<file path="config.mk">
export PLATFORM = sky130hd
export DESIGN_NAME = modular_dot_product_accumulator
export DESIGN_NICKNAME = d
export VERILOG_FILES = /design/src/design/mdpa_pkg.sv /design/src/design/modular_dot_product_accumulator.sv /design/src/design/mdpa_front.sv /design/src/design/mdpa_engine.sv
export SDC_FILE = /design/constraint.sdc
export NUM_CORES = 1
export LEC_CHECK = 0
export BUFFER_PORTS_ARGS = -buffer_cell sky130_fd_sc_hd__buf_2
export CORE_ASPECT_RATIO = 1.1
export CORE_MARGIN = 2
export CORE_UTILIZATION = 47
export CTS_BUF_LIST = sky130_fd_sc_hd__clkbuf_2
export CTS_CLUSTER_DIAMETER = 30
export DETAILED_ROUTE_END_ITERATION = 6
export SLEW_MARGIN = 20
export SYNTH_ARGS = -nofsm -noshare
export SYNTH_HDL_FRONTEND = slang
export SYNTH_HIERARCHICAL = 1
export SYNTH_SLANG_ARGS = --single-unit
</file>
<file path="constraint.sdc">
create_clock -name clock -period 9.3 [get_ports clock]
set_input_delay 0.93 -clock clock [delete_from_list [all_inputs] [get_ports clock]]
set_output_delay 0.93 -clock clock [all_outputs]
set_load 0.02 [all_outputs]
</file>
<file path="src/design/mdpa_pkg.sv">
// Shared types for the modular dot-product accumulator.
// No dependencies; imported by every module of the block.
`default_nettype none

package mdpa_pkg;

   // Entries in the term queue and in the result queue.
   localparam int QUEUE_DEPTH = 2;

   // Engine sequencer states, one-hot.
   typedef enum logic [3:0] {
      ENG_IDLE     = 4'b0001,
      ENG_REDUCE   = 4'b0010,
      ENG_MULTIPLY = 4'b0100,
      ENG_FINISH   = 4'b1000
   } engine_state_type;

   // Control side of the term hand-off from front to engine.
   typedef struct packed {
      logic valid;
      logic last_term;
   } term_ctl_type;

endpackage

`default_nettype wire

</file>
<file path="src/design/modular_dot_product_accumulator.sv">
// Top level of the modular dot-product accumulator: modulus register,
// front-end term queue and back-end engine. Depends on mdpa_pkg,
// mdpa_front and mdpa_engine.
//
//   Channel   Handshake         Payload
//   req       push / full       matrix_entry, vector_entry, last_term
//   rsp       pop / empty       dot_value
//   csr       write             modulus
//
// Each term passes through the engine in four steps: a load, a reduction of the
// operand and running sum one bit at a time, the bit-serial double-and-add
// multiply, and an accumulate.
// A two-entry term queue lets requests arrive while the engine is busy.
// A last term waits in the engine only while the two-entry result queue is full.
// Reset is synchronous; it empties both queues, clears the sum, sets modulus 2.
`default_nettype none

module modular_dot_product_accumulator #(
   parameter int WORD_BITS = 32
) (
   input  wire logic                   clock,
   input  wire logic                   reset,
   input  wire logic                   req_push,
   output logic                        req_full,
   input  wire logic [WORD_BITS-1:0]   req_matrix_entry,
   input  wire logic [WORD_BITS-1:0]   req_vector_entry,
   input  wire logic                   req_last_term,
   output logic                        rsp_empty,
   input  wire logic                   rsp_pop,
   output logic [WORD_BITS-1:0]        rsp_dot_value,
   input  wire logic                   csr_write,
   input  wire logic [WORD_BITS-1:0]   csr_modulus
);
   import mdpa_pkg::*;

   logic [WORD_BITS-1:0] modulus_ff;
   term_ctl_type         term_ctl;
   logic [WORD_BITS-1:0] term_matrix, term_vector;
   logic                 term_take;

   // Modulus register.
   always_ff @(posedge clock) begin
      if (reset) begin
         modulus_ff <= WORD_BITS'(2);
      end else if (csr_write) begin
         modulus_ff <= csr_modulus;
      end
   end

   mdpa_front #(.WORD_BITS(WORD_BITS)) u_front (
      .clock            (clock),
      .reset            (reset),
      .req_push         (req_push),
      .req_full         (req_full),
      .req_matrix_entry (req_matrix_entry),
      .req_vector_entry (req_vector_entry),
      .req_last_term    (req_last_term),
      .term_ctl         (term_ctl),
      .term_matrix      (term_matrix),
      .term_vector      (term_vector),
      .term_take        (term_take)
   );

   mdpa_engine #(.WORD_BITS(WORD_BITS)) u_engine (
      .clock         (clock),
      .reset         (reset),
      .modulus       (modulus_ff),
      .term_ctl      (term_ctl),
      .term_matrix   (term_matrix),
      .term_vector   (term_vector),
      .term_take     (term_take),
      .rsp_empty     (rsp_empty),
      .rsp_pop       (rsp_pop),
      .rsp_dot_value (rsp_dot_value)
   );

endmodule

`default_nettype wire

</file>
<file path="src/design/mdpa_front.sv">
// Front end: accepts requests and queues terms for the engine.
// Depends on mdpa_pkg.
`default_nettype none

module mdpa_front #(
   parameter int WORD_BITS = 32
) (
   input  wire logic                   clock,
   input  wire logic                   reset,
   input  wire logic                   req_push,
   output logic                        req_full,
   input  wire logic [WORD_BITS-1:0]   req_matrix_entry,
   input  wire logic [WORD_BITS-1:0]   req_vector_entry,
   input  wire logic                   req_last_term,
   output mdpa_pkg::term_ctl_type      term_ctl,
   output logic [WORD_BITS-1:0]        term_matrix,
   output logic [WORD_BITS-1:0]        term_vector,
   input  wire logic                   term_take
);
   import mdpa_pkg::*;

   localparam int CW = $clog2(QUEUE_DEPTH + 1);

   logic [WORD_BITS-1:0] matrix_ff [QUEUE_DEPTH];
   logic [WORD_BITS-1:0] vector_ff [QUEUE_DEPTH];
   logic                 last_ff   [QUEUE_DEPTH];
   logic                 wr_ptr_ff, wr_ptr_in;
   logic                 rd_ptr_ff, rd_ptr_in;
   logic [CW-1:0]        count_ff, count_in;
   logic                 do_push, do_pop;

   // Queue status and head of queue.
   assign req_full            = (count_ff == CW'(QUEUE_DEPTH));
   assign do_push             = req_push && !req_full;
   assign term_ctl            = '{valid: (count_ff != '0), last_term: last_ff[rd_ptr_ff]};
   assign term_matrix         = matrix_ff[rd_ptr_ff];
   assign term_vector         = vector_ff[rd_ptr_ff];
   assign do_pop              = term_take && term_ctl.valid;

   // Pointer and count update.
   always_comb begin
      wr_ptr_in = do_push ? ~wr_ptr_ff : wr_ptr_ff;
      rd_ptr_in = do_pop  ? ~rd_ptr_ff : rd_ptr_ff;
      count_in  = count_ff;
      if (do_push && !do_pop) begin
         count_in = count_ff + CW'(1);
      end else if (do_pop && !do_push) begin
         count_in = count_ff - CW'(1);
      end
   end

   always_ff @(posedge clock) begin
      if (reset) begin
         wr_ptr_ff <= 1'b0;
         rd_ptr_ff <= 1'b0;
         count_ff  <= '0;
      end else begin
         wr_ptr_ff <= wr_ptr_in;
         rd_ptr_ff <= rd_ptr_in;
         count_ff  <= count_in;
      end
   end

   // Term storage.
   always_ff @(posedge clock) begin
      if (do_push) begin
         matrix_ff[wr_ptr_ff] <= req_matrix_entry;
         vector_ff[wr_ptr_ff] <= req_vector_entry;
         last_ff[wr_ptr_ff]   <= req_last_term;
      end
   end

endmodule

`default_nettype wire

</file>
<file path="src/design/mdpa_engine.sv">
// Back end: bit-serial modular reduction, multiply and accumulate,
// plus the result queue. Depends on mdpa_pkg.
`default_nettype none

module mdpa_engine #(
   parameter int WORD_BITS = 32
) (
   input  wire logic                   clock,
   input  wire logic                   reset,
   input  wire logic [WORD_BITS-1:0]   modulus,
   input  wire mdpa_pkg::term_ctl_type term_ctl,
   input  wire logic [WORD_BITS-1:0]   term_matrix,
   input  wire logic [WORD_BITS-1:0]   term_vector,
   output logic                        term_take,
   output logic                        rsp_empty,
   input  wire logic                   rsp_pop,
   output logic [WORD_BITS-1:0]        rsp_dot_value
);
   import mdpa_pkg::*;

   localparam int BW = $clog2(WORD_BITS);
   localparam int CW = $clog2(QUEUE_DEPTH + 1);

   engine_state_type     state_ff, state_in;
   logic [BW-1:0]        bit_ff, bit_in;
   logic [WORD_BITS-1:0] a_ff, a_in;
   logic [WORD_BITS-1:0] b_ff, b_in;
   logic                 last_ff, last_in;
   logic [WORD_BITS-1:0] ra_ff, ra_in;
   logic [WORD_BITS-1:0] rs_ff, rs_in;
   logic [WORD_BITS-1:0] prod_ff, prod_in;
   logic [WORD_BITS-1:0] sum_ff, sum_in;
   logic [WORD_BITS-1:0] mod_eff;
   logic [WORD_BITS-1:0] dbl, finish_value;
   logic                 res_push;

   logic [WORD_BITS-1:0] res_ff [QUEUE_DEPTH];
   logic                 res_wr_ff, res_rd_ff;
   logic [CW-1:0]        res_count_ff, res_count_in;
   logic                 res_full, res_pop;

   // Sum of two residues below m, reduced once.
   function automatic logic [WORD_BITS-1:0] mod_add(input logic [WORD_BITS-1:0] x,
                                                    input logic [WORD_BITS-1:0] y,
                                                    input logic [WORD_BITS-1:0] m);
      logic [WORD_BITS:0] t;
      t = {1'b0, x} + {1'b0, y};
      if (t >= {1'b0, m}) begin
         t = t - {1'b0, m};
      end
      return t[WORD_BITS-1:0];
   endfunction

   // One step of remainder by shifting in the next dividend bit.
   function automatic logic [WORD_BITS-1:0] mod_shift(input logic [WORD_BITS-1:0] r,
                                                      input logic             b,
                                                      input logic [WORD_BITS-1:0] m);
      logic [WORD_BITS:0] t;
      t = {r, b};
      if (t >= {1'b0, m}) begin
         t = t - {1'b0, m};
      end
      return t[WORD_BITS-1:0];
   endfunction

   // Modulus zero behaves as modulus one.
   assign mod_eff = (modulus == '0) ? WORD_BITS'(1) : modulus;

   assign dbl          = mod_add(prod_ff, prod_ff, mod_eff);
   assign finish_value = mod_add(rs_ff, prod_ff, mod_eff);
   assign res_full     = (res_count_ff == CW'(QUEUE_DEPTH));
   assign term_take    = (state_ff == ENG_IDLE);

   // Sequencer: reduce the sum and matrix entry, then double-and-add over
   // the vector entry, then accumulate or, on a last term, push the result.
   always_comb begin
      state_in = state_ff;
      bit_in   = bit_ff;
      a_in     = a_ff;
      b_in     = b_ff;
      last_in  = last_ff;
      ra_in    = ra_ff;
      rs_in    = rs_ff;
      prod_in  = prod_ff;
      sum_in   = sum_ff;
      res_push = 1'b0;
      case (state_ff)
         ENG_IDLE: begin
            if (term_ctl.valid) begin
               a_in     = term_matrix;
               b_in     = term_vector;
               last_in  = term_ctl.last_term;
               ra_in    = '0;
               rs_in    = '0;
               bit_in   = BW'(WORD_BITS - 1);
               state_in = ENG_REDUCE;
            end
         end
         ENG_REDUCE: begin
            ra_in = mod_shift(ra_ff, a_ff[bit_ff], mod_eff);
            rs_in = mod_shift(rs_ff, sum_ff[bit_ff], mod_eff);
            if (bit_ff == '0) begin
               bit_in   = BW'(WORD_BITS - 1);
               prod_in  = '0;
               state_in = ENG_MULTIPLY;
            end else begin
               bit_in = bit_ff - BW'(1);
            end
         end
         ENG_MULTIPLY: begin
            prod_in = b_ff[bit_ff] ? mod_add(dbl, ra_ff, mod_eff) : dbl;
            if (bit_ff == '0) begin
               state_in = ENG_FINISH;
            end else begin
               bit_in = bit_ff - BW'(1);
            end
         end
         ENG_FINISH: begin
            if (!last_ff) begin
               sum_in   = finish_value;
               state_in = ENG_IDLE;
            end else if (!res_full) begin
               res_push = 1'b1;
               sum_in   = '0;
               state_in = ENG_IDLE;
            end
         end
         default: begin
            state_in = ENG_IDLE;
         end
      endcase
   end

   always_ff @(posedge clock) begin
      if (reset) begin
         state_ff <= ENG_IDLE;
         sum_ff   <= '0;
      end else begin
         state_ff <= state_in;
         sum_ff   <= sum_in;
      end
   end

   always_ff @(posedge clock) begin
      bit_ff  <= bit_in;
      a_ff    <= a_in;
      b_ff    <= b_in;
      last_ff <= last_in;
      ra_ff   <= ra_in;
      rs_ff   <= rs_in;
      prod_ff <= prod_in;
   end

   // Result queue.
   assign rsp_empty     = (res_count_ff == '0);
   assign rsp_dot_value = res_ff[res_rd_ff];
   assign res_pop       = rsp_pop && !rsp_empty;

   always_comb begin
      res_count_in = res_count_ff;
      if (res_push && !res_pop) begin
         res_count_in = res_count_ff + CW'(1);
      end else if (res_pop && !res_push) begin
         res_count_in = res_count_ff - CW'(1);
      end
   end

   always_ff @(posedge clock) begin
      if (reset) begin
         res_wr_ff    <= 1'b0;
         res_rd_ff    <= 1'b0;
         res_count_ff <= '0;
      end else begin
         res_wr_ff    <= res_push ? ~res_wr_ff : res_wr_ff;
         res_rd_ff    <= res_pop ? ~res_rd_ff : res_rd_ff;
         res_count_ff <= res_count_in;
      end
   end

   always_ff @(posedge clock) begin
      if (res_push) begin
         res_ff[res_wr_ff] <= finish_value;
      end
   end

endmodule

`default_nettype wire

</file>
==> results.md, run 1 <==
- Ys flop type: edfxtp_1
- Synth area leader: edfxtp_1
- Port Buffers: 135
- Root buffer cell: clkbuf_2
- P&R area growth vs syn: 12.5%
- Yosys cell types: 91
- Status: finished, final reports clean
- R2R Setup Slk: 0.45 ns
- Die area: 65000 µm²
- Setup TNS: 0 ns
- CTS Buffer Depth: 3
- Overflow after GRT: 0
- Site row count: 96
- Number of remaining DRC errors: 0
- Nets: 3476
- Cell Area, Synth: 29600 µm²
- Die H: 267 µm
- FF-to-FF End: u_engine/prod_ff[30]
- Hold slack: 0.143 ns
- Yosys reg bits: 438
- Slew margin rel.: 0.259
- DR vias/cell: 5.79
- Largest stage delay on the critical path: 0.54 ns
- IO Count: 136
- Global Route Usage Sum: 0.254
- Antenna violations before repair: 6
- Share of cells above drive strength 1: 0.173
- HPWL Detailed: 62.9 mm
- Mapped Nets: 3191
- Top cells by instance count after synthesis: edfxtp_1 (360), nor2_1 (244), a21oi_1 (236)
- Ys async rst share: 0
- Worst-Margin Slew: 1.11 ns
- Data required, critical path: 10.13 ns
- Top Registers: u_engine/res_ff (64), u_front/matrix_ff (64), u_front/vector_ff (64)
- Critical path class: register to register
- Synth warn: 6
- Min-delay src: csr_modulus[24]
- Fmax: 113 MHz
- Initial core utilization: 0.475
- Hold depth: 3
- DR WL/cell: 20.6 µm
- Skew-Pair Late Insertion Delay: 1.20 ns
- Crit. End Element: register
- Clock sink count: 438
- Final Setup Violations: 0
- CTS tree: yes
- TritonCTS buffer count: 118
- First-pass GRT wire length: 129 mm
- Post-route cell area: 33300 µm²
- Drt initial violations: 1582
- Routability Congestion: 0.953
- Syn Area/Cell: 10.4 µm²
- Period minus WS final: 8.85 ns
- Largest net degree at the start of global routing: 66
- Crit share post-route: 0.951
- Number of global-route vias before repair: 23421
- Reg clk slew, reported paths: 0.11 ns
- Vias post-DR: 23624
- Synth Instances: 2855
- DR pass1 iterations: 6
- Max-cap violations: 0
- CTS H-tree lvls: 3
- Crit path max-delay cell type: a2111oi_2
- Max-slew violations: 0
- RSZ-0062 raised after global routing: false
- EDFF count, synth: 360
- Reg2reg start: modulus_ff[17]
- R2R depth: 35
- Share of the synthesized area in the top cell type: 0.365
- Die W: 243 µm
- Max FO, Critical Path: 24
- Crit path DAT: 9.68 ns
- Post-route ant nets: 0
- Final wirelength: 84.1 mm
- CP startpoint kind: register
- Core area: 62300 µm²
- Fin. Hold Viols: 0
- Post-Place Cell Area: 31100 µm²
- Worst Clk Skew: 0.145 ns
- Count leader, synth: edfxtp_1
- Sequential-to-total area share from yosys stat: 0.418
- Fillers: 5599
- Synth area leaders: edfxtp_1 (37%), ha_1 (9.6%), dfxtp_1 (5.3%)
- Hold EP: modulus_ff[24]
- Hold crit path type: input pin to register
-- how the worst max path moves through the flow --
stage          cells after the start  slack [ns]                start                    to
2_1_floorplan                     33        2.19  u_engine/prod_ff[1]  u_engine/prod_ff[25]
3_3_place_gp                      33        0.54       modulus_ff[17]  u_engine/prod_ff[30]
3_5_place_dp                      35        0.59       modulus_ff[17]  u_engine/prod_ff[30]
4_1_cts                           35        0.39       modulus_ff[17]  u_engine/prod_ff[30]
5_1_grt                           37        0.02       modulus_ff[17]  u_engine/prod_ff[18]
6_report                          35        0.45       modulus_ff[17]  u_engine/prod_ff[30]
-- timing repair --
| item | in CTS | in global routing |
|---|---|---|
| hold endpoints to repair | 160 | 0 |
| resized for setup | 0 | 3 |
| hold buffers | 95 | 0 |
| endpoints found under the setup margin | 0 | 16 |
| buffers inserted | 0 | 2 |
-- layout by cell type (no fill, tap or decap), drive strengths merged, types with 30 or more instances in the layout --
cell,count
edfxtp,360
nor2,244
a21oi,236
ha,227
nand2,195
buf,169
clkbuf,166
o21ai,147
mux2,140
inv,131
xnor2,122
dlygate4sd3,95
a21o,95
dfxtp,78
xor2,61
mux2i,59
clkinv,53
nand3,44
nor3,41
a211oi,41
o21a,38
nor2b,34
nand4,33
and3,31
a211o,30
mux4,30
a22o,30
-- metrics by stage --
stage	instances	util	setup WS (ns)
2_1_floorplan	2855	-	2.19
3_3_place_gp	3756	0.499	0.545
3_5_place_dp	3756	0.499	0.585
4_1_cts	4076	0.534	0.388
5_1_grt	4079	0.534	0.0153
6_report	4079	0.534	0.453
-- worst max-delay path: cells and delay by family, from the launching register on --
family	cells	cell delay [ns]
AO/OA/AOI/OAI	15	3.40
XOR/XNOR	2	0.29
adder cells (fa/ha/maj)	3	0.91
buffers and inverters	3	0.60
flip-flops	1	0.35
multiplexers	2	0.49
AND/OR/NAND/NOR	10	2.37
-- cells by family (layout without fill, tap and decap cells) --
family | count (synthesis) | in the layout | share of synthesized area
DFF | 438 | 438 | 0.418
muxes | 229 | 229 | 0.0961
buffers and inverters | 228 | 618 | 0.0332
other | 0 | 1 | 0
xor gates and xnor gates | 183 | 183 | 0.0542
AOI/OAI and AO/OA | 802 | 802 | 0.179
adders and majority gates | 234 | 234 | 0.101
and+or+nand+nor | 741 | 741 | 0.119
-- routing by layer --
layer	wire [µm]	track usage	vias to the layer above	share of wire
met5	68	0	-	0.00081
met4	2920	0.102	10	0.035
met3	4400	0.0435	174	0.052
met2	41300	0.445	716	0.49
met1	35400	0.311	11318	0.42
li1	-	-	11406	-
-- area by class of cell --
cell class | instances | area (µm²) | area share
antenna | 1 | 2.50 | 0.0000752
clock buffer | 166 | 831 | 0.0250
clock inverter | 59 | 359 | 0.0108
inverter | 129 | 484 | 0.0145
multi-input combinational | 2189 | 16300 | 0.490
sequential | 438 | 12400 | 0.372
tap | 833 | 1040 | 0.0313
timing repair buffer | 264 | 1890 | 0.0569
Power of run 1 is not shown: default switching activity piles up to over one toggle a cycle in this logic, so the estimate is an artifact.
==> run 2, diff against run 1 <==
--- a/config.mk
+++ b/config.mk
@@ -7,7 +7,7 @@
 export LEC_CHECK = 0
 export BUFFER_PORTS_ARGS = -buffer_cell sky130_fd_sc_hd__buf_2
 export CORE_ASPECT_RATIO = 1.1
-export CORE_MARGIN = 2
+export CORE_MARGIN = 8
 export CORE_UTILIZATION = 47
 export CTS_BUF_LIST = sky130_fd_sc_hd__clkbuf_2
 export CTS_CLUSTER_DIAMETER = 30
==> run 2 against run 1 <==
Register-to-register slack improved by 0.06 ns. Sequential share of layout area fell by 0.15 points. Sequential cell count did not move. Wire length fell by 0.59%.
==> results.md, run 2 (synthesis results as in run 1) <==
- Overflow after GRT: 0 (unchanged)
- Crit share post-route: 0.944 (was 0.951)
- Post-route ant nets: 0 (unchanged)
- Fin worst setup slack: 0.518 ns (was 0.453 ns)
- Largest net degree at the start of global routing: 67 (was 66)
- Drt initial violations: 1661 (was 1582)
- CTS Buffer Depth: 3 (unchanged)
- Hold crit path type: input pin to register (unchanged)
- Root buffer cell: clkbuf_2 (unchanged)
- Critical path class: register to register (unchanged)
- Hold depth: 3 (unchanged)
- RSZ-0062 raised after global routing: false (unchanged)
- Worst-Margin Slew: 1.09 ns (was 1.11 ns)
- Number of global-route vias before repair: 23593 (was 23421)
- Nets: 3478 (was 3476)
- Gate power share: 0.669
- Fin. Hold Viols: 0 (unchanged)
- Most frequent cells in the layout: edfxtp_1 (360), nor2_1 (242), a21oi_1 (235), ha_1 (227), nand2_1 (193) (unchanged)
- CTS tree: yes (unchanged)
- Crit path max-delay cell type: nor4_1 (was a2111oi_2)
- Sequential power share: 0.221
- Clock sink count: 438 (unchanged)
- Routability Congestion: 0.923 (was 0.953)
- Reg clk slew, reported paths: 0.10 ns (was 0.11 ns)
- Sw frac: 0.471
- IO Count: 136 (unchanged)
- First-pass GRT wire length: 130 mm (was 129 mm)
- Skew-Pair Late Insertion Delay: 1.15 ns (was 1.20 ns)
- Die W: 255 µm (was 243 µm)
- Net switching power: 6.75 mW
- Top Registers: u_engine/res_ff (64), u_front/matrix_ff (64), u_front/vector_ff (64) (unchanged)
- Global Route Usage Sum: 0.231 (was 0.254)
- Data required, critical path: 10.12 ns (was 10.13 ns)
- Status: finished, final reports clean (unchanged)
- Period minus WS final: 8.78 ns (was 8.85 ns)
- Pwr Density: 429 nW/µm²
- Worst Clk Skew: 0.106 ns (was 0.145 ns)
- Final Setup Violations: 0 (unchanged)
- Core area: 62300 µm² (unchanged)
- Number of remaining DRC errors: 0 (unchanged)
- Max-slew violations: 0 (unchanged)
- Max FO, Critical Path: 38 (was 24)
- CTS H-tree lvls: 3 (unchanged)
- Slew margin rel.: 0.258 (was 0.259)
- Site row count: 96 (unchanged)
- Port Buffers: 135 (unchanged)
- Leakage: 13.1 nW
- Die H: 279 µm (was 267 µm)
- Post-Place Setup Slack: 0.554 ns (was 0.585 ns)
- P&R area growth vs syn: 13.0% (was 12.5%)
- DR pass1 iterations: 6 (unchanged)
- Seq. cell area: 12400 µm² (unchanged)
- Crit. End Element: register (unchanged)
- Initial core utilization: 0.475 (unchanged)
- Vias post-DR: 23569 (was 23624)
- Final wirelength: 83.6 mm (was 84.1 mm)
- HPWL Detailed: 63.9 mm (was 62.9 mm)
- Setup TNS: 0 ns (unchanged)
- Max-cap violations: 0 (unchanged)
- TritonCTS buffer count: 120 (was 118)
- Crit path DAT: 9.60 ns (was 9.68 ns)
- DR vias/cell: 5.77 (was 5.79)
- Share of cells above drive strength 1: 0.175 (was 0.173)
- Multi-input logic area: 16300 µm² (about the same)
- Commonest non-fill, non-tap cell in the layout: edfxtp_1 (unchanged)
- Clock power share: 0.111
- Die area: 71200 µm² (was 65000 µm²)
- CP startpoint kind: register (unchanged)
- Fillers: 5548 (was 5599)
- IR Drop Worst-Case VDD: 256 µV
- Largest stage delay on the critical path: 0.54 ns (about the same)
- Antenna violations before repair: 8 (was 6)
- R2R depth: 34 (was 35)
- Fmax: 114 MHz (was 113 MHz)
- Pint: 7.58 mW
- DR WL/cell: 20.5 µm (was 20.6 µm)
## run 2: layout make-up
type | count | area share
inverters | 129 | 0.0145
clock buffers | 181 | 0.0271
repair buffers | 264 | 0.0573
flip-flops and latches | 438 | 0.370
well taps | 833 | 0.0312
multi-input cells | 2189 | 0.488
clock inverters | 45 | 0.0118
diodes | 4 | 0.000299
## run 2: critical path, delay by kind of cell, from the launching register on
| family | cells | cell delay (ns) |
|---|---|---|
| simple gates | 13 | 3.03 |
| compound gates | 12 | 3.01 |
| fa+ha+maj | 3 | 0.91 |
| buf+inv | 3 | 0.54 |
| mux | 2 | 0.48 |
| flops | 1 | 0.33 |
| xor+xnor | 1 | 0.14 |
## run 2: path summary, 6_finish.rpt
check | start | endpoint | slack (ns)
worst min-delay path | csr_modulus[28] | modulus_ff[28] | 0.21
worst min register to register | u_engine/sum_ff[28] | u_engine/sum_ff[28] | 0.47
worst max register to register | modulus_ff[17] | u_engine/prod_ff[30] | 0.52
worst max-delay path | modulus_ff[17] | u_engine/prod_ff[30] | 0.52
## run 2: power by group through the flow
stage | clock [mW] | combinational, mW | sequential, mW
6_report | 1.59 | 9.59 | 3.16
5_1_grt | 1.75 | 10.6 | 3.20
4_1_cts | 1.65 | 9.54 | 3.16
3_5_place_dp | 0 | 9.44 | 3.20
3_3_place_gp | 0 | 9.34 | 3.20
2_1_floorplan | 0 | 7.33 | 3.11
## run 2: what timing repair did
action | in CTS | in global routing
hold buffers | 96 | 0
buffers inserted | 0 | 2
resized for setup | 0 | 3
hold endpoints to repair | 161 | 0
setup endpoints to repair | 0 | 21
## run 2: per-stage QoR
stage          utilization  hold slack [ns]  area (µm²)  power, mW  cells
5_1_grt              0.536            0.109       33400       15.6   4081
4_1_cts              0.535           0.0260       33400       14.4   4076
3_3_place_gp         0.499            0.447       31100       12.5   3754
6_report             0.536            0.213       33400       14.3   4083
3_5_place_dp         0.499            0.450       31100       12.6   3754
2_1_floorplan            -            0.420       29600       10.4   2855
## run 2: routing by layer
metal  GRT usage  wire, µm
met1       0.290     35500
met2       0.387     40100
met3      0.0374      4540
met4       0.103      3520
met5           0        54
Power figures use the tool's default switching activity.
